$ cat config.mk
export PLATFORM = sky130hd
export DESIGN_NAME = omf_record_deframer_unit_flat
export DESIGN_NICKNAME = d
export VERILOG_FILES = /design/src/design/omfd_pkg.sv /design/src/design/omfd_stream_if.sv /design/src/design/omfd_in_stage.sv /design/src/design/omfd_parser.sv /design/src/design/omfd_out_stage.sv /design/src/design/omf_record_deframer_unit.sv /design/src/flat_wrapper.sv
export SDC_FILE = /design/constraint.sdc
export NUM_CORES = 1
export LEC_CHECK = 0
export ABC_AREA = 1
export BUFFER_PORTS_ARGS = -buffer_cell sky130_fd_sc_hd__buf_2
export CORE_MARGIN = 8
export CORE_UTILIZATION = 55
export CTS_CLUSTER_DIAMETER = 150
export DETAILED_ROUTE_END_ITERATION = 10
export GPL_TIMING_DRIVEN = 0
export PLACE_DENSITY = 0.83
export SYNTH_ARGS = -nofsm -noshare
export SYNTH_HDL_FRONTEND = slang
export SYNTH_SLANG_ARGS = --single-unit
$ cat constraint.sdc
create_clock -name clk -period 12.7 [get_ports clk]
set_input_delay 0 -clock clk [delete_from_list [all_inputs] [get_ports clk]]
set_output_delay 0 -clock clk [all_outputs]
set_load 0.005 [all_outputs]
$ cat src/design/omfd_pkg.sv
// shared types and constants for the object-file record deframer
package omfd_pkg;

	localparam int OFFSET_BITS_DEF = 32;

	localparam logic [7:0] LIB_HEADER_TYPE = 8'hF0;
	localparam logic [7:0] MODEND_A_TYPE   = 8'h8A;
	localparam logic [7:0] MODEND_B_TYPE   = 8'h8B;

	typedef enum logic [2:0] {
		ST_OK         = 3'd0,
		ST_ZERO_LEN   = 3'd1,
		ST_BAD_CHKSUM = 3'd2,
		ST_TRUNCATED  = 3'd3,
		ST_DICTIONARY = 3'd4
	} status_t;

	typedef enum logic {
		KIND_DATA   = 1'b0,
		KIND_STATUS = 1'b1
	} result_kind_t;

	typedef struct packed {
		logic [7:0] stream_byte;
		logic       end_of_stream;
	} item_t;

	typedef struct packed {
		result_kind_t result_kind;
		logic [7:0]   out_byte;
		logic [7:0]   record_kind;
		logic [31:0]  record_start;
		logic [15:0]  payload_length;
		status_t      status;
		logic         library_flag;
		logic         last;
	} result_t;

endpackage

$ cat src/design/omfd_stream_if.sv
// valid/ready channel interfaces for the byte stream and the results
interface omfd_stream_if;
	logic       valid;
	logic       ready;
	logic [7:0] stream_byte;
	logic       end_of_stream;

	modport source (output valid, output stream_byte, output end_of_stream, input ready);
	modport sink (input valid, input stream_byte, input end_of_stream, output ready);
endinterface

interface omfd_result_if;
	logic        valid;
	logic        ready;
	logic        result_kind;
	logic [7:0]  out_byte;
	logic [7:0]  record_kind;
	logic [31:0] record_start;
	logic [15:0] payload_length;
	logic [2:0]  status;
	logic        library_flag;
	logic        last;

	modport source (output valid, output result_kind, output out_byte, output record_kind,
		output record_start, output payload_length, output status, output library_flag,
		output last, input ready);
	modport sink (input valid, input result_kind, input out_byte, input record_kind,
		input record_start, input payload_length, input status, input library_flag,
		input last, output ready);
endinterface

$ cat src/design/omfd_in_stage.sv
// input register for the byte stream
module omfd_in_stage (
	input  logic                 clk,
	input  logic                 arst_n,
	omfd_stream_if.sink          stream,
	input  logic                 take,
	output logic                 valid_s1,
	output omfd_pkg::item_t      item_s1
);

	assign stream.ready = !valid_s1 || take;

	always_ff @(posedge clk or negedge arst_n) begin
		if (!arst_n) begin
			valid_s1 <= 1'b0;
		end else if (stream.ready) begin
			valid_s1 <= stream.valid;
		end
	end

	always_ff @(posedge clk) begin
		if (stream.ready && stream.valid) begin
			item_s1.stream_byte   <= stream.stream_byte;
			item_s1.end_of_stream <= stream.end_of_stream;
		end
	end

endmodule

$ cat src/design/omfd_parser.sv
// record parser: framing state, checksum, library header and padding skip
module omfd_parser #(
	parameter int OFFSET_BITS = omfd_pkg::OFFSET_BITS_DEF
) (
	input  logic                 clk,
	input  logic                 arst_n,
	input  logic                 fire,
	input  omfd_pkg::item_t      item,
	output logic                 res_valid,
	output omfd_pkg::result_t    res
);

	typedef enum logic [6:0] {
		PH_TYPE  = 7'b0000001,
		PH_LENLO = 7'b0000010,
		PH_LENHI = 7'b0000100,
		PH_DATA  = 7'b0001000,
		PH_CHECK = 7'b0010000,
		PH_PAD   = 7'b0100000,
		PH_HALT  = 7'b1000000
	} phase_t;

	phase_t                 phase_q, phase_d;
	logic [OFFSET_BITS-1:0] offset_q, offset_d;
	logic [OFFSET_BITS-1:0] cur_start_q, cur_start_d;
	logic [7:0]             cur_type_q, cur_type_d;
	logic [7:0]             len_lo_q, len_lo_d;
	logic [15:0]            left_q, left_d;
	logic [15:0]            seen_q, seen_d;
	logic [7:0]             sum_q, sum_d;
	logic [16:0]            blk_len_q, blk_len_d;
	logic [16:0]            blk_pos_q, blk_pos_d;
	logic [31:0]            dict_q, dict_d;
	logic                   lib_q, lib_d;

	logic [7:0]             b;
	logic [7:0]             sum_b;
	logic [OFFSET_BITS-1:0] offset_adv;
	logic [16:0]            pos_inc;
	logic [16:0]            pos_adv;
	logic [63:0]            offset_ext;
	logic [63:0]            start_ext;
	logic                   header;
	logic [15:0]            len_full;
	logic [15:0]            plen_now;
	logic [16:0]            blk_len_new;
	logic [16:0]            pos_new;
	logic                   rv;
	omfd_pkg::result_t      r;

	assign b          = item.stream_byte;
	assign sum_b      = sum_q + b;
	assign offset_adv = offset_q + OFFSET_BITS'(1);
	assign pos_inc    = blk_pos_q + 17'd1;
	assign pos_adv    = (blk_len_q == 17'd0) ? blk_pos_q :
		((pos_inc >= blk_len_q) ? 17'd0 : pos_inc);
	assign offset_ext = 64'(offset_q);
	assign start_ext  = 64'(cur_start_q);
	assign header     = (cur_start_q == '0) && (cur_type_q == omfd_pkg::LIB_HEADER_TYPE);
	assign len_full   = {b, len_lo_q};
	assign plen_now   = seen_q + left_q;
	assign blk_len_new = header ? (17'(seen_q) + 17'd4) : blk_len_q;
	assign pos_new     = header ? 17'd0 : pos_adv;

	always_comb begin
		phase_d     = phase_q;
		offset_d    = offset_q;
		cur_start_d = cur_start_q;
		cur_type_d  = cur_type_q;
		len_lo_d    = len_lo_q;
		left_d      = left_q;
		seen_d      = seen_q;
		sum_d       = sum_q;
		blk_len_d   = blk_len_q;
		blk_pos_d   = blk_pos_q;
		dict_d      = dict_q;
		lib_d       = lib_q;
		rv          = 1'b0;

		r.result_kind    = omfd_pkg::KIND_STATUS;
		r.out_byte       = 8'd0;
		r.record_kind    = cur_type_q;
		r.record_start   = start_ext[31:0];
		r.payload_length = 16'd0;
		r.status         = omfd_pkg::ST_OK;
		r.library_flag   = 1'b0;
		r.last           = 1'b1;

		if (item.end_of_stream) begin
			if (phase_q == PH_LENLO || phase_q == PH_LENHI || phase_q == PH_DATA ||
					phase_q == PH_CHECK) begin
				rv       = 1'b1;
				r.status = omfd_pkg::ST_TRUNCATED;
				if (phase_q == PH_DATA || phase_q == PH_CHECK) begin
					r.payload_length = plen_now;
				end
			end
			phase_d     = PH_TYPE;
			offset_d    = '0;
			cur_start_d = '0;
			cur_type_d  = 8'd0;
			len_lo_d    = 8'd0;
			left_d      = 16'd0;
			seen_d      = 16'd0;
			sum_d       = 8'd0;
			blk_len_d   = 17'd0;
			blk_pos_d   = 17'd0;
			dict_d      = 32'd0;
			lib_d       = 1'b0;
		end else begin
			case (phase_q)
				PH_TYPE: begin
					if (dict_q != 32'd0 && offset_ext >= 64'(dict_q)) begin
						// dictionary reached, the byte is dropped
						phase_d        = PH_HALT;
						rv             = 1'b1;
						r.status       = omfd_pkg::ST_DICTIONARY;
						r.record_kind  = 8'd0;
						r.record_start = offset_ext[31:0];
					end else begin
						cur_type_d  = b;
						cur_start_d = offset_q;
						sum_d       = b;
						phase_d     = PH_LENLO;
						offset_d    = offset_adv;
						blk_pos_d   = pos_adv;
					end
				end
				PH_LENLO: begin
					len_lo_d  = b;
					sum_d     = sum_b;
					phase_d   = PH_LENHI;
					offset_d  = offset_adv;
					blk_pos_d = pos_adv;
				end
				PH_LENHI: begin
					sum_d     = sum_b;
					offset_d  = offset_adv;
					blk_pos_d = pos_adv;
					if (len_full == 16'd0) begin
						phase_d  = PH_HALT;
						rv       = 1'b1;
						r.status = omfd_pkg::ST_ZERO_LEN;
					end else begin
						left_d  = len_full - 16'd1;
						seen_d  = 16'd0;
						phase_d = (len_full != 16'd1) ? PH_DATA : PH_CHECK;
					end
				end
				PH_DATA: begin
					sum_d = sum_b;
					// first four data bytes of the library header give the dictionary offset
					if (header && seen_q < 16'd4) begin
						dict_d = dict_q | (32'(b) << {seen_q[1:0], 3'b000});
					end
					rv               = 1'b1;
					r.result_kind    = omfd_pkg::KIND_DATA;
					r.out_byte       = b;
					r.payload_length = plen_now;
					r.last           = 1'b0;
					seen_d           = seen_q + 16'd1;
					left_d           = left_q - 16'd1;
					if (left_q == 16'd1) begin
						phase_d = PH_CHECK;
					end
					offset_d  = offset_adv;
					blk_pos_d = pos_adv;
				end
				PH_CHECK: begin
					sum_d            = sum_b;
					offset_d         = offset_adv;
					blk_pos_d        = pos_adv;
					rv               = 1'b1;
					r.payload_length = seen_q;
					if (b != 8'd0 && sum_b != 8'd0) begin
						phase_d  = PH_HALT;
						r.status = omfd_pkg::ST_BAD_CHKSUM;
					end else begin
						if (header) begin
							blk_len_d = blk_len_new;
							blk_pos_d = 17'd0;
							if (seen_q < 16'd4) begin
								dict_d = 32'd0;
							end
							lib_d = ((blk_len_new & (blk_len_new - 17'd1)) == 17'd0);
						end
						if (blk_len_new != 17'd0 && pos_new != 17'd0 &&
								(cur_type_q == omfd_pkg::MODEND_A_TYPE ||
								cur_type_q == omfd_pkg::MODEND_B_TYPE)) begin
							phase_d = PH_PAD;
						end else begin
							phase_d = PH_TYPE;
						end
					end
				end
				PH_PAD: begin
					offset_d  = offset_adv;
					blk_pos_d = pos_adv;
					if (pos_adv == 17'd0) begin
						phase_d = PH_TYPE;
					end
				end
				default: begin
				end
			endcase
		end

		r.library_flag = item.end_of_stream ? lib_q : lib_d;
	end

	assign res_valid = rv;
	assign res       = r;

	always_ff @(posedge clk or negedge arst_n) begin
		if (!arst_n) begin
			phase_q     <= PH_TYPE;
			offset_q    <= '0;
			cur_start_q <= '0;
			cur_type_q  <= 8'd0;
			len_lo_q    <= 8'd0;
			left_q      <= 16'd0;
			seen_q      <= 16'd0;
			sum_q       <= 8'd0;
			blk_len_q   <= 17'd0;
			blk_pos_q   <= 17'd0;
			dict_q      <= 32'd0;
			lib_q       <= 1'b0;
		end else if (fire) begin
			phase_q     <= phase_d;
			offset_q    <= offset_d;
			cur_start_q <= cur_start_d;
			cur_type_q  <= cur_type_d;
			len_lo_q    <= len_lo_d;
			left_q      <= left_d;
			seen_q      <= seen_d;
			sum_q       <= sum_d;
			blk_len_q   <= blk_len_d;
			blk_pos_q   <= blk_pos_d;
			dict_q      <= dict_d;
			lib_q       <= lib_d;
		end
	end

`ifndef NO_ASSERTIONS
	a_pad_needs_block: assert property (@(posedge clk) disable iff (!arst_n)
		(phase_q == PH_PAD) |-> (blk_len_q != 17'd0))
		else $error("padding skip without a block length");
	a_halt_silent: assert property (@(posedge clk) disable iff (!arst_n)
		(phase_q == PH_HALT && !item.end_of_stream) |-> !res_valid)
		else $error("result produced while halted");
`endif

endmodule

$ cat src/design/omfd_out_stage.sv
// result register driving the result channel
module omfd_out_stage (
	input  logic                 clk,
	input  logic                 arst_n,
	input  logic                 load,
	input  omfd_pkg::result_t    res,
	output logic                 free,
	omfd_result_if.source        result
);

	logic              valid_s2;
	omfd_pkg::result_t res_s2;

	assign free = !valid_s2 || result.ready;

	always_ff @(posedge clk or negedge arst_n) begin
		if (!arst_n) begin
			valid_s2 <= 1'b0;
		end else if (free) begin
			valid_s2 <= load;
		end
	end

	always_ff @(posedge clk) begin
		if (free && load) begin
			res_s2 <= res;
		end
	end

	assign result.valid          = valid_s2;
	assign result.result_kind    = res_s2.result_kind;
	assign result.out_byte       = res_s2.out_byte;
	assign result.record_kind    = res_s2.record_kind;
	assign result.record_start   = res_s2.record_start;
	assign result.payload_length = res_s2.payload_length;
	assign result.status         = res_s2.status;
	assign result.library_flag   = res_s2.library_flag;
	assign result.last           = res_s2.last;

endmodule

$ cat src/design/omf_record_deframer_unit.sv
// top level of the object-file record deframer
// Takes an object-file byte stream, one byte per transfer, and splits it into records
// (type byte, little-endian length, data bytes, checksum byte). Every data byte comes out
// as a data result; the checksum byte gives one status result (ok or bad checksum), the
// high length byte reports a zero length; a library header at offset 0 sets the block size
// used to skip the padding after module end records and the dictionary offset at which
// parsing stops. A transfer with end_of_stream set carries no byte: it reports truncation
// if a record is open and returns the parser to its reset state. After any error the block
// swallows bytes until end of stream. Rate: one byte per clock cycle sustained while the
// result channel does not stall; a byte is held in the input register, then goes through
// the single-pass parser, and its result is registered in the result register. No
// clearing pass after reset.
module omf_record_deframer_unit #(
	parameter int OFFSET_BITS = omfd_pkg::OFFSET_BITS_DEF
) (
	input  logic          clk,
	input  logic          arst_n,
	omfd_stream_if.sink   stream,
	omfd_result_if.source result
);

	logic              s1_valid;
	omfd_pkg::item_t   s1_item;
	logic              out_free;
	logic              fire;
	logic              res_valid;
	omfd_pkg::result_t res;

	// an item moves into the parser whenever the result register can take its result
	assign fire = s1_valid && out_free;

	omfd_in_stage u_in (
		.clk      (clk),
		.arst_n   (arst_n),
		.stream   (stream),
		.take     (fire),
		.valid_s1 (s1_valid),
		.item_s1  (s1_item)
	);

	// all framing state lives here and updates once per consumed item
	omfd_parser #(
		.OFFSET_BITS (OFFSET_BITS)
	) u_parser (
		.clk       (clk),
		.arst_n    (arst_n),
		.fire      (fire),
		.item      (s1_item),
		.res_valid (res_valid),
		.res       (res)
	);

	// result register, parts the result side from the stream side
	omfd_out_stage u_out (
		.clk    (clk),
		.arst_n (arst_n),
		.load   (fire && res_valid),
		.res    (res),
		.free   (out_free),
		.result (result)
	);

`ifndef NO_ASSERTIONS
	a_last_on_status: assert property (@(posedge clk) disable iff (!arst_n)
		result.valid |-> (result.last == result.result_kind))
		else $error("last does not match result kind");
	a_data_status_ok: assert property (@(posedge clk) disable iff (!arst_n)
		(result.valid && !result.result_kind) |-> (result.status == omfd_pkg::ST_OK))
		else $error("data result with nonzero status");
	a_ready_blocked: assert property (@(posedge clk) disable iff (!arst_n)
		!stream.ready |-> (s1_valid && !out_free))
		else $error("stream stalled without a held item");
	a_held_item_stays: assert property (@(posedge clk) disable iff (!arst_n)
		(s1_valid && !fire) |=> s1_valid)
		else $error("held item lost");
`endif

endmodule

$ cat src/flat_wrapper.sv
// flat-port wrapper written by rule: the top's interface ports become plain ports
module omf_record_deframer_unit_flat 
#(
	parameter int OFFSET_BITS = omfd_pkg::OFFSET_BITS_DEF
)
  (clk, arst_n, stream_valid, stream_stream_byte, stream_end_of_stream, stream_ready, result_valid, result_result_kind, result_out_byte, result_record_kind, result_record_start, result_payload_length, result_status, result_library_flag, result_last, result_ready);
  omfd_stream_if stream_i ();
  omfd_result_if result_i ();
  input  logic clk;
  input  logic arst_n;
  input wire logic [$bits(stream_i.valid)-1:0] stream_valid;
  input wire logic [$bits(stream_i.stream_byte)-1:0] stream_stream_byte;
  input wire logic [$bits(stream_i.end_of_stream)-1:0] stream_end_of_stream;
  output wire logic [$bits(stream_i.ready)-1:0] stream_ready;
  output wire logic [$bits(result_i.valid)-1:0] result_valid;
  output wire logic [$bits(result_i.result_kind)-1:0] result_result_kind;
  output wire logic [$bits(result_i.out_byte)-1:0] result_out_byte;
  output wire logic [$bits(result_i.record_kind)-1:0] result_record_kind;
  output wire logic [$bits(result_i.record_start)-1:0] result_record_start;
  output wire logic [$bits(result_i.payload_length)-1:0] result_payload_length;
  output wire logic [$bits(result_i.status)-1:0] result_status;
  output wire logic [$bits(result_i.library_flag)-1:0] result_library_flag;
  output wire logic [$bits(result_i.last)-1:0] result_last;
  input wire logic [$bits(result_i.ready)-1:0] result_ready;
  assign stream_i.valid = stream_valid;
  assign stream_i.stream_byte = stream_stream_byte;
  assign stream_i.end_of_stream = stream_end_of_stream;
  assign stream_ready = stream_i.ready;
  assign result_valid = result_i.valid;
  assign result_result_kind = result_i.result_kind;
  assign result_out_byte = result_i.out_byte;
  assign result_record_kind = result_i.record_kind;
  assign result_record_start = result_i.record_start;
  assign result_payload_length = result_i.payload_length;
  assign result_status = result_i.status;
  assign result_library_flag = result_i.library_flag;
  assign result_last = result_i.last;
  assign result_i.ready = result_ready;
  omf_record_deframer_unit #(.OFFSET_BITS(OFFSET_BITS)) u_core (.clk(clk), .arst_n(arst_n), .stream(stream_i), .result(result_i));
endmodule
# Word-level counts from Yosys, hierarchy flattened
# Index checks and enable logic that the tools add are counted.
# Widths: inputs -> output; s select.
# totals
regBits	275
in_bits	13
out_inout_bits	72
elab_cells	183
# classes
addsub	9
magnitude_cmp	3
eq_ne	21
shift	1
muxes	69
bitwise_logic	3
reduce_logical	53
# ops
operator	n
$mux 32	10
$mux 17	11
$pmux 32 s2	2
$mux 40	3
$pmux 16 s2	3
$mux 16	5
$logic_not 17->1	3
$pmux 17 s3	1
$mux 8	6
$mux 7	6
$pmux 7 s6	1
$mux 19	2
$reduce_bool 17->1	2
$add 32x1->32 const B	1
$ge 32x32->1	1
$logic_not 32->1	1
$or 32x32->32	1
$reduce_bool 32->1	1
$shl 8x5->32	1
$sub 16x1->16 const B	2
$eq 8x8->1 const B	3
$add 16x3->17 const B	1
$add 17x1->17 const B	1
$and 17x17->17	1
43 further kinds	90

# Depth between registers and ports, before layout
# Gate-level depths: netlist of the first run.
# logic_depth
ltp_word	12
mapped_depth	28

# By module
# Synthesis of the first run repeated with hierarchy kept, for this count alone.
# hier_totals
hier_cells	2210
hier_area_um2	17048.9
# by_module_without_submodules
mod	n_inst	cells_each	area_per_inst_um2
omfd_parser	1	2115	14569.0
omfd_out_stage	1	76	2147.1
omfd_in_stage	1	15	315.3
omf_record_deframer_unit	1	4	17.5

# Least setup slack after synthesis of the first run
# Ideal clock, no wire load.
# synth_timing
path_type	register to register
start	register u_core.u_parser.offset_q[30]
end	register u_core.u_out.res_s2 (netlist bit u_core.u_out.result.last) (enable)
t_arrival_ps	4578
required_time_ps	12204
slack_ps	7626
path_stages_with_launch	12
cell_sequence	dfrtp_1 ha_1 nand2_1 nor2_1 nand2_1 nor4_1 nand4_1 nand3_1 nand2_1 o211ai_1 a21oi_1 nor2_1
# synth_between
elab_chain_cells	7
# synth_rtl
element	line_no	rtl
from (decl)	omfd_parser.sv:24	logic [OFFSET_BITS-1:0] offset_q, offset_d;
from (signal assigned)	omfd_parser.sv:230	offset_q <= offset_d;
$ge 32x32->1	omfd_parser.sv:113	if (dict_q != 32'd0 && offset_ext >= 64'(dict_q)) begin
$logic_and 1x1->1	omfd_parser.sv:113	
$mux 1	omfd_parser.sv:113	
$pmux 1 s3	omfd_parser.sv:111	case (phase_q)
$mux 1	omfd_parser.sv:89	if (item.end_of_stream) begin
$logic_and 1x1->1	omf_record_deframer_unit.sv:57	.load (fire && res_valid),
$logic_and 1x1->1	omfd_out_stage.sv:25	if (free && load) begin
to (signal assigned)	omfd_out_stage.sv:26	res_s2 <= res;
to (decl)	omfd_out_stage.sv:12	omfd_pkg::result_t res_s2;
# Every way passes these cells.
# A chain may end at the register's enable or synchronous reset.

# Worst setup path after layout of the first run
# layout_timing
start	register u_core.u_parser.blk_pos_q[0]
end	register u_core.u_parser.phase_q[2]
# layout_between
elab_chain_cells	7
# layout_rtl
element	line_no	rtl
from (decl)	omfd_parser.sv:32	logic [16:0] blk_pos_q, blk_pos_d;
from (signal assigned)	omfd_parser.sv:238	blk_pos_q <= blk_pos_d;
$add 17x1->17	omfd_parser.sv:54	assign pos_inc = blk_pos_q + 17'd1;
$ge 17x17->1	omfd_parser.sv:56	((pos_inc >= blk_len_q) ? 17'd0 : pos_inc);
$mux 17	omfd_parser.sv:56	
$mux 17 (*)	omfd_parser.sv:55	assign pos_adv = (blk_len_q == 17'd0) ? blk_pos_q :
$logic_not 17->1 (*)	omfd_parser.sv:199	if (pos_adv == 17'd0) begin
$ne 3x2->1 (no source line) (*)	n/a	
$reduce_and 4->1 (no source line) (*)	n/a	
to (signal assigned)	omfd_parser.sv:229	phase_q <= phase_d;
to (decl)	omfd_parser.sv:23	phase_t phase_q, phase_d;
# Mark *: on every way between the ends. The rest lies on a longest branch, timed or not.

==> results of run 1 <==
[layout by cell type, fill, tap and decap left out, types with 18 or more instances in the layout]
cell type  instances
nand2_1          491
edfxtp_1          78
xor2_1            37
ha_1              80
o31ai_1           33
nand4_1           76
inv_1            244
nor2_1           186
clkbuf_16         31
clkbuf_1          36
nor3_1            38
nand3_1          100
o22ai_1           18
a21oi_1          115
dfrtp_1          195
o21ai_0          152
o21ai_1           20
buf_2            104
[repair_timing]
| action | 4_1_cts | 5_1_grt |
|---|---|---|
| buffers inserted | 0 | 0 |
| hold buffers | 14 | 0 |
| endpoints found under the hold margin | 105 | 0 |
[power groups by stage]
| stage | registers (mW) | clock network [mW] | logic [mW] |
|---|---|---|---|
| 2_1_floorplan | 1.13 | 0 | 0.625 |
| 3_3_place_gp | 1.16 | 0 | 0.838 |
| 3_5_place_dp | 1.16 | 0 | 0.878 |
| 4_1_cts | 1.14 | 0.895 | 0.892 |
| 5_1_grt | 1.16 | 0.933 | 1.00 |
| 6_report | 1.15 | 0.889 | 0.911 |
[kinds of logic (layout without fill, tap and decap cells)]
family / after synthesis / count (layout) / synth area share, %
and+or+nand+nor: 968 / 968 / 26.1
AOI/OAI and AO/OA: 395 / 395 / 13.6
buffers and inverters: 325 / 482 / 7.87
DFF: 274 / 274 / 43.6
adders and majority gates: 82 / 82 / 6.26
xor gates and xnor gates: 51 / 51 / 2.68
[state kept, by name (all words and copies together) (netlist names)]
name,cells
u_core.u_out.result.payload_length,16
u_core.u_parser.left_q,16
u_core.u_in.valid_s1,1
u_core.u_in.item_s1,9
u_core.u_parser.blk_len_q,17
u_core.u_parser.cur_type_q,8
u_core.u_parser.lib_q,1
u_core.u_parser.blk_pos_q,17
u_core.u_parser.sum_q,8
u_core.u_out.result.valid,1
u_core.u_parser.cur_start_q,32
u_core.u_out.result.out_byte,8
u_core.u_parser.len_lo_q,8
u_core.u_parser.seen_q,16
u_core.u_out.result.record_kind,8
u_core.u_out.result.record_start,32
u_core.u_out.result.last,1
u_core.u_parser.phase_q,7
u_core.u_parser.dict_q,32
u_core.u_out.result.library_flag,1
u_core.u_out.result.status,3
u_core.u_parser.offset_q,32
[how the worst min path moves through the flow]
stage                           from  cells after the start                                        end
2_1_floorplan                 arst_n                      0           u_core.u_in.valid_s1$_DFFE_PN0N_
3_3_place_gp   stream_stream_byte[6]                      1           u_core.u_in.item_s1[7]$_DFFE_PP_
3_5_place_dp                  arst_n                      1     u_core.u_parser.seen_q[12]$_DFFE_PN0P_
4_1_cts                       arst_n                      2  u_core.u_parser.blk_pos_q[14]$_DFFE_PN0P_
5_1_grt                       arst_n                      2     u_core.u_parser.seen_q[12]$_DFFE_PN0P_
6_report                      arst_n                      2     u_core.u_parser.seen_q[12]$_DFFE_PN0P_
[critical path, delay by kind of cell (launching register included)]
kind | cells | cell delay (ns)
adders and majority gates | 2 | 0.55
DFF | 1 | 0.48
buffers and inverters | 4 | 0.50
and+or+nand+nor | 20 | 2.34
[per-layer routing]
| layer | GRT usage [%] | vias to the layer above | wire (um) |
|---|---|---|---|
| met4 | 8.87 | 0 | 1390 |
| met5 | 0 | - | 0 |
| met1 | 35.7 | 7428 | 20100 |
| met3 | 4.71 | 109 | 4510 |
| li1 | - | 7327 | - |
| met2 | 43.3 | 768 | 22700 |
[through the flow]
step | utilization, % | setup slack [ns]
after floorplan | - | 7.63
after global placement | 59.1 | 5.57
after detailed placement | 59.3 | 8.82
after CTS | 63.2 | 8.78
after global routing | 63.2 | 8.31
final | 63.2 | 8.77
[area by class of cell]
class	instances	area share, %
multi-input combinational	1496	43.1
clock buffer	37	4.30
timing repair buffer	101	3.40
sequential	274	38.6
buffer	67	1.82
tap	390	2.60
inverter	258	5.16
clock inverter	19	1.07
==> results.cfg, run 1 <==
[global_routing]
grt_pass1_vias = 15100
overflow = 0
grt_pass1_wl_mm = 78.7
grt.total_usage_pct = 26.7
grt_max_degree = 113
antenna_found_initial = 0

[sta]
maxSlewHeadroom_pct = 44.7
max_clock_freq_mhz = 255
hold_slack_ns = 0.0424
fin_crit_sh_pct = 30.9
skew_ns = 0.0125
setup_viol = 0
slew_violations = 0
rsz0062_at_grt = no
fin_crit_ns = 3.93
finalHoldViolCount = 0
tightest_slew_ns = 0.819
fin_setup_tns_ns = 0

[power]
ir_worst_vdd_v = 0.000115
p_clk_share_pct = 30.2
seqPwrFrac_pct = 38.9
p_leak_nw = 8.79
total_power_mw = 2.95
pwr-share-comb_pct = 30.9
sw_frac_of_total_pct = 37.5
pwr_density_cell_nw_per_um2 = 157
p_switching_mw = 1.11
p_int_mw = 1.84

[run_status]
status = finished clean

[synth]
yosysTopAreaCellShare_pct = 29.3
synth_area_um2 = 16600
synth_area_leaders = dfrtp_1, edfxtp_1, nand2_1
avgSynthCellArea_um2 = 7.94
syn_nets = 2190
synth_cell_types = 63
synthCells = 2095
synth_common_cells = nand2_1, inv_1, dfrtp_1
yosysSeqAreaShare_pct = 43.6
ys_ff_latch = 274
ys_warn_count = 0
synth_top_area_cell = dfrtp_1
synth_edf_count = 78
yosysMostFrequentCell = nand2_1
synth_flop_cell = dfrtp_1
async_flop_share_pct = 71.5

[setup_path]
slowest_stage = dfrtp_1
crit_end = u_core.u_parser.phase_q[2]$_DFFE_PN0P_
reg2reg_depth = 26
critical_path_class = register to register
worstSetupEndpointType = register
critPathRequiredTime_ns = 13.21
r2r-end = u_core.u_parser.phase_q[2]$_DFFE_PN0P_
worstPathArrival_ns = 4.43
cpPeakStageDelay_ns = 0.48
cpMostUsedCell = nand2_1
crit_fanout = 10
reg2reg_slack_ns = 8.77
start_kind = register
rr_startpoint = u_core.u_parser.blk_pos_q[0]$_DFFE_PN0P_
crit_start = u_core.u_parser.blk_pos_q[0]$_DFFE_PN0P_

[placement]
place_area_um2 = 17600
portBuffers = 84
place_congestion = 0.990
place_inst = 2572
place_hpwl_mm = 36.0

[drt]
totalWireLength_mm = 48.7
antenna_left = 0
firstDrtPassIters = 7
drt_iter0_drc = 1745
drc = 0
viasPerCell = 5.92
wl_per_cell_um = 18.4
dr_total_vias = 15600

[cells_and_area]
final_cells = 2642
multi_input_area_um2 = 8090
antenna_cells = 0
register_area_um2 = 7250
post_route_cells_drive_above_1_share_pct = 10.7
nNetsFinal = 2323
area_growth_syn_to_layout_pct = 12.9
nFillCells = 2474
stdcell_area_um2 = 18800

[die]
core_um2 = 29700
initial_core_util_pct = 56.0
rows = 63
dieHeight_um = 190
die-width_um = 190
die-area_um2 = 36100
pin_count = 85

[cts]
cts_sinks = 274
cts_tree = yes
cts_resized = 0
cts_buffer_depth = 3
numCtsBuffers = 30
clkTransAtPathRegs_ns = 0.06
clock_tree.root_cell = clkbuf_16
clock_latency_ns = 0.57
ctsHtreeMaxLevel = 1

[hold_path]
min_path_type = input port to async pin

[job]
cap_violations = 0
(Power assumes the default switching activity.)
==> run 2, diff against run 1 <==
--- a/config.mk
+++ b/config.mk
@@ -5,7 +5,7 @@
 export SDC_FILE = /design/constraint.sdc
 export NUM_CORES = 1
 export LEC_CHECK = 0
-export ABC_AREA = 1
+export ABC_AREA = 0
 export BUFFER_PORTS_ARGS = -buffer_cell sky130_fd_sc_hd__buf_2
 export CORE_MARGIN = 8
 export CORE_UTILIZATION = 55
==> constraint.sdc (replaced) <==
create_clock -name clk -period 3.8 [get_ports clk]
set_input_delay 0 -clock clk [delete_from_list [all_inputs] [get_ports clk]]
set_output_delay 0 -clock clk [all_outputs]
set_load 0.005 [all_outputs]
==> results.cfg, run 2 <==
[synth]
synth_cell_types = 91
avgSynthCellArea_um2 = 9.22
synth_area_um2 = 16200
yosysMostFrequentCell = dfrtp_1
ys_ff_latch = 274
synth_edf_count = 78
synth_common_cells = dfrtp_1, o21ai_0, nand2_1
async_flop_share_pct = 71.5
synth_area_leaders = dfrtp_1, edfxtp_1, ha_1
ys_warn_count = 0
syn_nets = 1858
yosysTopAreaCellShare_pct = 30.0
synth_flop_cell = dfrtp_1
synthCells = 1763
synth_top_area_cell = dfrtp_1
yosysSeqAreaShare_pct = 44.6

[sta]
fin_crit_ns = 3.79
maxSlewHeadroom_pct = 39.9
finalHoldViolCount = 0
tightest_slew_ns = 0.893
hold_slack_ns = 0.0576
max_clock_freq_mhz = 264
skew_ns = 0.0146
fin_crit_sh_pct = 99.6
rsz0062_at_grt = yes
fin_setup_tns_ns = 0
setup_viol = 0
setup_ws_ns = 0.0141
slew_violations = 0

[setup_path]
cpPeakStageDelay_ns = 0.45
start_kind = register
rr_startpoint = u_core.u_parser.blk_pos_q[0]$_DFFE_PN0P_
path_cells = ha_4, buf_6, and4_4, nand4_1, xnor2_2, ha_1, nand4_1, nor3b_2, o31ai_2, a31oi_1, o31ai_2, a31oi_1, o221ai_2, a31oi_4, mux2_4
path_buf_inv = 1
slowest_stage = dfrtp_2
critPathRequiredTime_ns = 4.24
r2r-end = u_core.u_parser.phase_q[6]$_DFFE_PN0P_
worstSetupEndpointType = register
reg2reg_slack_ns = 0.01
worstPathArrival_ns = 4.23
critical_path_class = register to register
reg2reg_depth = 15
crit_fanout = 7
crit_family = compound AO/OA/AOI/OAI gates

[drt]
antenna_left = 0
drt_iter0_drc = 1737
totalWireLength_mm = 47.1
firstDrtPassIters = 6
dr_total_vias = 14800
viasPerCell = 6.34
wl_per_cell_um = 20.2
drc = 0

[cts]
clkTransAtPathRegs_ns = 0.07
clock_latency_ns = 0.56
cts_buffer_depth = 3
numCtsBuffers = 30
cts_sinks = 274
clock_tree.root_cell = clkbuf_16
ctsHtreeMaxLevel = 1
cts_tree = yes

[placement]
portBuffers = 84
place_area_um2 = 17300
place_hpwl_mm = 33.5
place_congestion = 0.945
place_inst = 2240
place_ws_ns = -0.312

[cells_and_area]
final_common_cell = dfrtp_1
final_cells = 2336
post_route_cells_drive_above_1_share_pct = 13.8
area_growth_syn_to_layout_pct = 15.6
nFillCells = 2332
nNetsFinal = 2017
layout_common_cells = dfrtp_1, o21ai_0, nand2_1
fin_util_pct = 63.9
stdcell_area_um2 = 18800
antenna_cells = 0

[die]
die-area_um2 = 35300
rows = 63
initial_core_util_pct = 55.3
core_um2 = 29400
dieHeight_um = 188
die-width_um = 188
pin_count = 85

[global_routing]
grt.total_usage_pct = 25.8
grt_max_degree = 102
grt_pass1_vias = 14300
overflow = 0
antenna_found_initial = 0
grt_pass1_wl_mm = 75.2

[run_status]
status = finished clean

[job]
cap_violations = 0

[power]
pwr_density_cell_nw_per_um2 = 467
ir_worst_vdd_v = 0.000405
total_power_mw = 8.77
p_leak_nw = 8.05

[hold_path]
min_path_type = input port to async pin
run 2: cell types whose count changed in the layout (fill, tap and decap cells not counted), moves of 22 or more:
cell	previous run	this run
xnor2_1	14	41
nand3_1	100	53
nor4_1	15	37
o31ai_1	33	8
inv_1	244	122
and2_1	1	23
nor2_1	186	153
nand2_1	491	163
clkbuf_1	36	71
run 2: area by class of cell:
cell class	instances	area, um^2	share of cell area, %
multi-input cells	1270	8250	43.9
flip-flops and latches	274	7250	38.6
clock buffers	43	926	4.93
repair buffers	127	846	4.50
well taps	390	488	2.60
inverters	122	458	2.44
plain buffers	97	417	2.22
clock inverters	13	150	0.799
run 2: per-layer routing:
metal / up-vias / track usage, % / part of all wire, %
met5: - / 0 / 0
met4: 0 / 10.5 / 4.0
met3: 153 / 4.57 / 9.1
met2: 809 / 40.8 / 46
met1: 7170 / 34.6 / 41
li1: 6675 / - / -
run 2: timing repair:
action | 4_1_cts | 5_1_grt
setup endpoints to repair | 23 | 160
setup buffers | 1 | 24
endpoints found under the hold margin | 106 | 0
cloned | 0 | 2
resized for setup | 6 | 31
hold buffers | 13 | 0
pin swaps | 2 | 19
run 2: logic make-up after synthesis:
kind of cell    synth area share (%)
buf+inv                         5.23
fa+ha+maj                       6.65
flops                           44.6
xor+xnor                        4.25
simple gates                    20.0
compound gates                  17.0
mux                             2.23
run 2: worst register-to-register path, stage by stage (launching register included):
cell and delay, ns:
dfrtp_2 0.45, ha_4 0.16, buf_6 0.11, and4_4 0.25, nand4_1 0.15, xnor2_2 0.21
ha_1 0.32, nand4_1 0.13, nor3b_2 0.23, o31ai_2 0.10, a31oi_1 0.24, o31ai_2 0.10
a31oi_1 0.23, o221ai_2 0.22, a31oi_4 0.42, mux2_4 0.35
run 2: worst max path at each step:
stage	start	endpoint	cells past startpoint
detailed placement	u_core.u_parser.blk_pos_q[0]$_DFFE_PN0P_	u_core.u_parser.blk_pos_q[15]$_DFFE_PN0P_	16
CTS	u_core.u_parser.blk_pos_q[0]$_DFFE_PN0P_	u_core.u_parser.phase_q[6]$_DFFE_PN0P_	15
finish	u_core.u_parser.blk_pos_q[0]$_DFFE_PN0P_	u_core.u_parser.phase_q[6]$_DFFE_PN0P_	15
global placement	u_core.u_parser.offset_q[21]$_DFFE_PN0P_	u_core.u_out.result.record_start[17]$_DFFE_PP_	8
floorplan	u_core.u_parser.offset_q[13]$_DFFE_PN0P_	u_core.u_out.result.last$_SDFFCE_PP1P_	10
global route	u_core.u_parser.blk_pos_q[0]$_DFFE_PN0P_	u_core.u_parser.phase_q[6]$_DFFE_PN0P_	15
run 2: power breakdown:
group | switching (mW) | internal, mW | leakage [nW]
registers | 0.257 | 3.32 | 3.42
logic | 1.32 | 0.752 | 4.10
clock network | 1.23 | 1.90 | 0.531
total | 2.80 | 5.97 | 8.05
==> run 3, diff against run 2 <==
--- a/config.mk
+++ b/config.mk
@@ -7,12 +7,12 @@
 export LEC_CHECK = 0
 export ABC_AREA = 0
 export BUFFER_PORTS_ARGS = -buffer_cell sky130_fd_sc_hd__buf_2
-export CORE_MARGIN = 8
-export CORE_UTILIZATION = 55
+export CORE_MARGIN = 3
+export CORE_UTILIZATION = 33
 export CTS_CLUSTER_DIAMETER = 150
 export DETAILED_ROUTE_END_ITERATION = 10
 export GPL_TIMING_DRIVEN = 0
-export PLACE_DENSITY = 0.83
+export PLACE_DENSITY = 0.58
 export SYNTH_ARGS = -nofsm -noshare
 export SYNTH_HDL_FRONTEND = slang
 export SYNTH_SLANG_ARGS = --single-unit
==> results.cfg, run 3 (synthesized netlist as in run 2, its figures left out) <==
[run_status]
status = finished clean

[global_routing]
grt_max_degree = 118
grt.total_usage_pct = 18.3
antenna_found_initial = 0
overflow = 0
grt_pass1_wl_mm = 77.7
grt_pass1_vias = 13500

[sta]
rsz0062_at_grt = yes
maxSlewHeadroom_pct = 40.0
max_clock_freq_mhz = 272
finalHoldViolCount = 0
skew_ns = 0.0287
setup_viol = 0
fin_crit_sh_pct = 96.6
tightest_slew_ns = 0.900
slew_violations = 0
hold_slack_ns = 0.0187
fin_crit_ns = 3.67

[setup_path]
crit_family = compound AO/OA/AOI/OAI gates
critPathRequiredTime_ns = 4.30
start_kind = register
slowest_stage = dfrtp_2
worstSetupEndpointType = register
cpPeakStageDelay_ns = 0.39
worstPathArrival_ns = 4.17
cpMostUsedCell = a21o_1
path_buf_inv = 2
critical_path_class = register to register
path_cells = ha_4, buf_6, nand4_1, nor4_2, xor2_1, ha_1, a21o_1, a21o_1, a21oi_1, a31oi_1, o221ai_2, a31oi_4, buf_4, o211a_1
crit_fanout = 7
crit_start = u_core.u_parser.blk_pos_q[1]$_DFFE_PN0P_
rr_startpoint = u_core.u_parser.blk_pos_q[1]$_DFFE_PN0P_

[power]
pwr_density_cell_nw_per_um2 = 454
total_power_mw = 8.63
p_leak_nw = 7.97
ir_worst_vdd_v = 0.000316

[cts]
numCtsBuffers = 31
clock_latency_ns = 0.59
ctsHtreeMaxLevel = 1
clock_tree.root_cell = clkbuf_16
cts_tree = yes
clkTransAtPathRegs_ns = 0.06
cts_sinks = 274
cts_buffer_depth = 3

[placement]
place_hpwl_mm = 35.8
place_area_um2 = 17600
place_congestion = 0.892
place_inst = 2506
portBuffers = 84

[drt]
antenna_left = 0
totalWireLength_mm = 49.1
wl_per_cell_um = 18.9
dr_total_vias = 14100
drt_iter0_drc = 1189
viasPerCell = 5.43
firstDrtPassIters = 5
drc = 0

[cells_and_area]
layout_common_cells = dfrtp_1, o21ai_0, nand2_1
final_cells = 2595
post_route_cells_drive_above_1_share_pct = 13.4
nNetsFinal = 2010
antenna_cells = 0
stdcell_area_um2 = 19000
final_common_cell = dfrtp_1
fin_util_pct = 39.5
area_growth_syn_to_layout_pct = 17.0

[hold_path]
min_path_type = input port to async pin

[job]
cap_violations = 0

[die]
dieHeight_um = 228
initial_core_util_pct = 33.7
core_um2 = 48100
die-area_um2 = 51900
pin_count = 85
die-width_um = 228
rows = 80
[run 3: changes by cell type in the layout (fill, tap and decap cells not counted), sizes merged]
| cell | delta |
|---|---|
| buf | -7 |
| clkbuf | +6 |
| clkinv | -5 |
| bufinv | -2 |
| inv | +1 |
[run 3: area by class of cell]
cell class / count / area [um^2]
multi-input combinational: 1270 / 8270
clock inverter: 7 / 68.8
sequential: 274 / 7250
tap: 656 / 821
buffer: 96 / 413
inverter: 122 / 458
timing repair buffer: 120 / 811
fill: 4736 / 29100
clock buffer: 50 / 928
[run 3: worst paths after layout]
kind	to	slack, ns	cells past startpoint
worst max-delay path	u_core.u_parser.phase_q[0]$_DFFE_PN1P_	0.13	14
worst min register to register	u_core.u_parser.sum_q[2]$_DFFE_PN0P_	0.51	1
min in group clk	u_core.u_in.item_s1[7]$_DFFE_PP_	0.13	2
worst max register to register	u_core.u_parser.phase_q[0]$_DFFE_PN1P_	0.13	14
max in group asynchronous	u_core.u_parser.left_q[6]$_DFFE_PN0P_	2.70	3
worst min-delay path	u_core.u_parser.cur_start_q[13]$_DFFE_PN0P_	0.02	2
[run 3: where the power goes]
part	leakage [nW]	internal, mW	switching (mW)	total [mW]
Clock	0.484	1.73	1.24	2.97
Combinational	4.07	0.752	1.34	2.09
Sequential	3.42	3.32	0.247	3.57
Total	7.97	5.80	2.83	8.63
[run 3: stage by stage]
stage,setup TNS (ns),setup WS [ns]
detailed placement,-12.24,-0.423
floorplan,0,0.160
finish,0,0.129
global placement,-242.64,-1.07
CTS,0,0.0158
global route,-0.0959,-0.0308
[run 3: layer usage]
| metal | global-route usage, % | wire length (um) | share of wire (%) |
|---|---|---|---|
| met1 | 26.3 | 22700 | 46 |
| met2 | 29.9 | 22500 | 46 |
| met3 | 2.02 | 2920 | 6.0 |
| met4 | 4.24 | 1010 | 2.1 |
| met5 | 0 | 0 | 0 |
[run 3: what timing repair did]
action | CTS | global route
endpoints found under the hold margin | 90 | 0
resized for setup | 9 | 32
pin swaps | 5 | 17
hold buffers | 13 | 0
buffers inserted | 8 | 12
endpoints found under the setup margin | 93 | 111
[run 3: worst reg2reg max path: cells and delay by family (launching register included)]
family,cells,cell delay [ns]
adders and majority gates,2,0.44
and+or+nand+nor,2,0.62
buffers and inverters,2,0.33
DFF,1,0.39
AOI/OAI and AO/OA,7,1.57
xor gates and xnor gates,1,0.28
